`config.mk`:
```
export PLATFORM = sky130hd
export DESIGN_NAME = bhm_ctrl
export DESIGN_NICKNAME = d
export VERILOG_FILES = /design/src/sv/bhm_pkg.sv /design/src/sv/bhm_ctrl.sv
export VERILOG_INCLUDE_DIRS = /design/src /design/src/sv
export SDC_FILE = /design/constraint.sdc
export NUM_CORES = 1
export LEC_CHECK = 0
export BUFFER_PORTS_ARGS = -buffer_cell sky130_fd_sc_hd__buf_2
export CAP_MARGIN = 0
export CELL_PAD_IN_SITES_DETAIL_PLACEMENT = 0
export CELL_PAD_IN_SITES_GLOBAL_PLACEMENT = 1
export CORE_AREA = 2 2 39 41
export CTS_BUF_LIST = sky130_fd_sc_hd__clkbuf_16
export CTS_CLUSTER_SIZE = 16
export DETAILED_ROUTE_END_ITERATION = 6
export DIE_AREA = 0 0 41 43
export GPL_ROUTABILITY_DRIVEN = 0
export PLACE_DENSITY_LB_ADDON = 0.25
export SETUP_SLACK_MARGIN = 0.5
export SLEW_MARGIN = 20
export SYNTH_ARGS = -nofsm -noshare
export SYNTH_HDL_FRONTEND = slang
export SYNTH_SLANG_ARGS = --single-unit
```
`constraint.sdc`:
```
create_clock -name i_clk -period 1.3 [get_ports i_clk]
set_input_delay 0.26 -clock i_clk [delete_from_list [all_inputs] [get_ports i_clk]]
set_output_delay 0.26 -clock i_clk [all_outputs]
set_load 0.05 [all_outputs]
```
`src/sv/byte_histogram_mode_finder_defines.svh`:
```
// Assertion macros shared by the byte histogram mode finder RTL.
// No dependencies; included by the modules that carry assertions.
`ifndef BYTE_HISTOGRAM_MODE_FINDER_DEFINES_SVH
`define BYTE_HISTOGRAM_MODE_FINDER_DEFINES_SVH
`ifndef SYNTH
`define BHM_ASSERT(lbl, prop) \
    lbl: assert property (@(posedge i_clk) disable iff (!i_rst_n) prop) \
        else $error("byte histogram mode finder: assertion failed");
`define BHM_ASSERT_ALWAYS(lbl, prop) \
    lbl: assert property (@(posedge i_clk) prop) \
        else $error("byte histogram mode finder: assertion failed");
`else
`define BHM_ASSERT(lbl, prop)
`define BHM_ASSERT_ALWAYS(lbl, prop)
`endif
`endif

```
`src/sv/bhm_pkg.sv`:
```
// Package of the byte histogram mode finder: widths, beat types, states and
// the command and status groups between controller and datapath. No dependencies.
package bhm_pkg;

    localparam int SYMBOL_COUNT_DEF = 256;
    localparam int COUNT_BITS_DEF   = 24;

    localparam int SYM_W   = 8;
    localparam int IDX_W   = 8;
    localparam int CHUNK_W = 2;
    localparam int MASK_W  = 64;
    localparam int OFS_W   = 6;
    localparam int PEAK_W  = 24;

    localparam logic [CHUNK_W-1:0] CHUNK_LAST = 2'd3;
    localparam logic [OFS_W-1:0]   OFS_LAST   = 6'h3F;
    localparam logic [PEAK_W-1:0]  PEAK_MAX   = 24'hFF_FFFF;

    typedef struct packed {
        logic [SYM_W-1:0] symbol;
        logic             end_of_stream;
    } t_in_beat;

    typedef struct packed {
        logic [CHUNK_W-1:0] chunk_index;
        logic [MASK_W-1:0]  mode_mask;
        logic [PEAK_W-1:0]  peak_count;
        logic               final_chunk;
    } t_out_beat;

    typedef enum logic [2:0] {
        ST_CLEAR,
        ST_IDLE,
        ST_UPDATE,
        ST_SCAN,
        ST_FLUSH,
        ST_EMIT
    } t_state;

    typedef struct packed {
        logic rd_sym;
        logic upd;
        logic idx_zero;
        logic clr_step;
        logic scan_step;
        logic out_load;
        logic peak_zero;
    } t_dp_cmd;

    typedef struct packed {
        logic clear_last;
        logic chunk_end;
        logic final_chunk;
        logic last_flag;
        logic out_free;
    } t_dp_sts;

endpackage

```
`src/sv/bhm_ctrl.sv`:
```
// Controller of the byte histogram mode finder: sequences the clearing pass,
// count updates and the four-chunk scan. Depends on bhm_pkg.
`include "byte_histogram_mode_finder_defines.svh"
module bhm_ctrl import bhm_pkg::*; (
    input  logic    i_clk,
    input  logic    i_rst_n,
    input  logic    i_in_valid,
    input  t_dp_sts i_sts,
    output logic    o_in_ready,
    output t_dp_cmd o_cmd
);

    t_state r_state;
    t_state n_state;

    always_ff @(posedge i_clk) begin
        if (!i_rst_n) begin
            r_state <= ST_CLEAR;
        end else begin
            r_state <= n_state;
        end
    end

    always_comb begin
        n_state    = r_state;
        o_in_ready = 1'b0;
        o_cmd      = '0;
        case (r_state)
            ST_CLEAR: begin
                o_cmd.clr_step = 1'b1;
                if (i_sts.clear_last) begin
                    o_cmd.idx_zero = 1'b1;
                    n_state        = ST_IDLE;
                end
            end
            ST_IDLE: begin
                o_in_ready   = 1'b1;
                o_cmd.rd_sym = i_in_valid;
                if (i_in_valid) begin
                    n_state = ST_UPDATE;
                end
            end
            ST_UPDATE: begin
                o_cmd.upd = 1'b1;
                n_state   = i_sts.last_flag ? ST_SCAN : ST_IDLE;
            end
            ST_SCAN: begin
                o_cmd.scan_step = 1'b1;
                if (i_sts.chunk_end) begin
                    n_state = ST_FLUSH;
                end
            end
            ST_FLUSH: begin
                n_state = ST_EMIT;
            end
            ST_EMIT: begin
                if (i_sts.out_free) begin
                    o_cmd.out_load  = 1'b1;
                    o_cmd.peak_zero = i_sts.final_chunk;
                    n_state         = i_sts.final_chunk ? ST_IDLE : ST_SCAN;
                end
            end
            default: begin
                n_state = ST_CLEAR;
            end
        endcase
    end

    `BHM_ASSERT(a_clear_only_after_reset,
        (r_state != ST_CLEAR) |=> (r_state != ST_CLEAR))
    `BHM_ASSERT(a_scan_after_last_update,
        (r_state == ST_UPDATE && i_sts.last_flag) |=> (r_state == ST_SCAN))
    `BHM_ASSERT_ALWAYS(a_no_accept_in_reset,
        !i_rst_n |=> !o_in_ready)

endmodule
```
==> impl_metrics.py <==
metrics = {
    "final_layout": {
        "drive_above_1_share_pct": 80.36,
        "layout.cells.most_common_list": "buf_2, buf_6, and2_4, buf_8, buf_4",
        "area_growth_syn_to_layout_pct": 185.4,
        "multi_input_area_um2": 227.7,
        "fillCellCount": 127,
        "seqCellArea_um2": 68.82,
        "largest_reg_flops": 3,
        "regMostFlops": "r_state",
        "antenna_cells": 0,
        "final_area_um2": 635.6,
        "top_regs": "r_state (3)",
        "final_nets": 65,
    },
    "setup_path": {
        "path_max_fanout": 3,
        "r2r_end": "r_state[0]",
        "critPathArrivalTime_ns": 1.19,
        "worstRegToRegCells": 4,
        "crit-reg2reg-launch": "r_state[1]",
        "endpoint": "o_cmd[4]",
        "worstSetupEndpointType": "output pin",
        "r2r_slack_ns": 0.14,
        "worstSetupPathType": "reg2out",
        "cp-start-kind": "register",
        "required_ns": 1.04,
        "startpoint": "r_state[1]",
    },
    "synth": {
        "yosys_warnings": 0,
        "synth_area_leaders": "dfxtp_1, and2_1, nor2b_1",
        "synth_top_area_cell": "dfxtp_1",
        "avgSynthCellArea_um2": 7.954,
        "syn-cell-area_um2": 222.7,
        "synth_cell_type_count": 17,
        "syn_inst": 28,
        "ys_ff_latch": 3,
        "ys_seq_area_share_pct": 26.97,
        "syn_nets": 36,
        "synthDominantCellAreaShare_pct": 26.97,
    },
    "sta": {
        "rsz0062_at_grt": "yes",
        "hold_ws_ns": 0.3044,
        "worst_pin_slew_ns": 0.2463,
        "fin_crit_ns": 1.452,
        "clock.fmax_mhz": 688.9,
        "slew_headroom_pct": 83.69,
        "hold_viol": 0,
        "setup_slack_ns": -0.1516,
        "fin_crit_sh_pct": 111.7,
        "maxSlewViolCount": 0,
        "setup_violations": 8,
        "clock_skew_ns": 0.002173,
    },
    "die": {
        "io_pins": 16,
        "coreArea_um2": 1384,
        "die_h_um": 43,
        "die_x_um": 41,
        "rows": 14,
        "start_util_pct": 16.09,
        "die_area_um2": 1763,
    },
    "grt": {
        "grt_pass1_wl_um": 1131,
        "grt_pass1_vias": 298,
        "grt_antenna_before_repair": 0,
        "grt-ovfl-total": 0,
        "grt_usage_pct": 10.63,
        "grt_max_degree": 8,
    },
    "power_and_ir_drop": {
        "ir_drop_mv": 0.6957,
        "total_power_mw": 0.8162,
        "p_leak_nw": 0.2822,
        "p_per_area_nw_per_um2": 1284,
    },
    "detailed_routing": {
        "post_drt_wl_per_cell_um": 10.28,
        "final_antenna_net_count": 0,
        "wl_um": 740,
        "first_pass_iters": 3,
        "drtIter0Drc": 2,
        "vias": 300,
        "post-route-drc-count": 0,
        "via_per_inst": 4.167,
    },
    "place": {
        "post-place-ws_ns": -0.05401,
        "port_buffers": 15,
        "dp_hpwl_um": 481.7,
        "placed_cell_area_um2": 399.1,
    },
    "clock_network": {
        "htreeDepth": 1,
        "insertion_delay_ns": 0.23,
        "cts_buffers": 3,
        "path_clk_slew_ns": 0.03,
        "cts_hold_buf": 0,
        "clockRootBuffer": "clkbuf_16",
        "cts_tree": "done",
        "cts.sinks": 3,
        "cts_buffer_depth": 2,
    },
    "outcome": {
        "status": "finished, violations left",
        "violations": "setup timing",
    },
    "run": {
        "max-cap-violations": 0,
    },
    "min_path": {
        "min_path_type": "in2reg",
    },
}
## worst max-delay path: stages (launching register included)
cell	delay [ns]
dfxtp_4	0.35
buf_12	0.13
nor3_4	0.18
and2_4	0.17
buf_8	0.13
## layer usage
metal,vias up,track usage [%],routed length [um],share of wire (%)
met5,-,0,0,0
met1,130,9.615,257,35
met3,4,5.236,74,10
met2,11,15.00,386,52
li1,155,-,-,-
met4,0,12.00,21,2.8
## logic make-up (layout without fill, tap and decap cells)
group / count (synthesis) / after routing / share of synthesized area, %
AO/OA/AOI/OAI: 5 / 5 / 16.85
buffers and inverters: 1 / 29 / 3.372
flip-flops: 3 / 3 / 26.97
multiplexers: 1 / 1 / 4.495
AND/OR/NAND/NOR: 18 / 18 / 48.32
## metrics by stage
| stage | instances | setup TNS [ns] | util (%) |
|---|---|---|---|
| 2_1_floorplan | 28 | -0.7498 | - |
| 3_3_place_gp | 63 | -0.03052 | 28.84 |
| 3_5_place_dp | 63 | -0.05401 | 28.84 |
| 4_1_cts | 72 | -0.7219 | 44.94 |
| 5_1_grt | 72 | -1.036 | 45.93 |
| 6_report | 72 | -0.6562 | 45.93 |
## Yosys cell counts (all sizes together)
| cell type | instances |
|---|---|
| nor2 | 2 |
| nor3 | 1 |
| nor2b | 4 |
| nor3b | 1 |
| mux2i | 1 |
| a22oi | 1 |
| o32ai | 1 |
| and2 | 5 |
| nand2 | 2 |
| a21oi | 1 |
| nand3b | 1 |
| buf | 1 |
| dfxtp | 3 |
| o311a | 1 |
| o21ai | 1 |
| and3 | 1 |
| and2b | 1 |
## how the worst min path moves through the flow
stage                     startpoint         end  slack (ns)  cells past startpoint
final                        i_rst_n  r_state[0]        0.30                      2
after global routing         i_rst_n  r_state[0]        0.31                      2
after CTS                    i_rst_n  r_state[0]        0.30                      2
after detailed placement     i_rst_n  r_state[0]        0.53                      2
after global placement       i_rst_n  r_state[0]        0.54                      2
after floorplan              i_rst_n  r_state[2]        0.39                      1
## report_power, final
group          internal (mW)  switching [mW]  leakage (nW)  total, mW
Combinational          0.108           0.112         0.214      0.220
Sequential            0.0991          0.0116        0.0264      0.111
Clock                  0.397          0.0883        0.0423      0.485
Total                  0.604           0.212         0.282      0.816
## timing repair
item                       CTS  global route
setup endpoints to repair   11            11
gates resized for setup     32             4
buffers inserted             5             0
gates cloned                 0             0
pin swaps                    9             1
## cell type report
cell class	count	share of cell area [%]
clock inverters	1	0.5906
flip-flops and latches	3	10.83
repair buffers	25	37.80
multi-input cells	24	35.83
well taps	16	3.150
clock buffers	3	11.81
No activity file was read; power rests on OpenSTA's default activity.
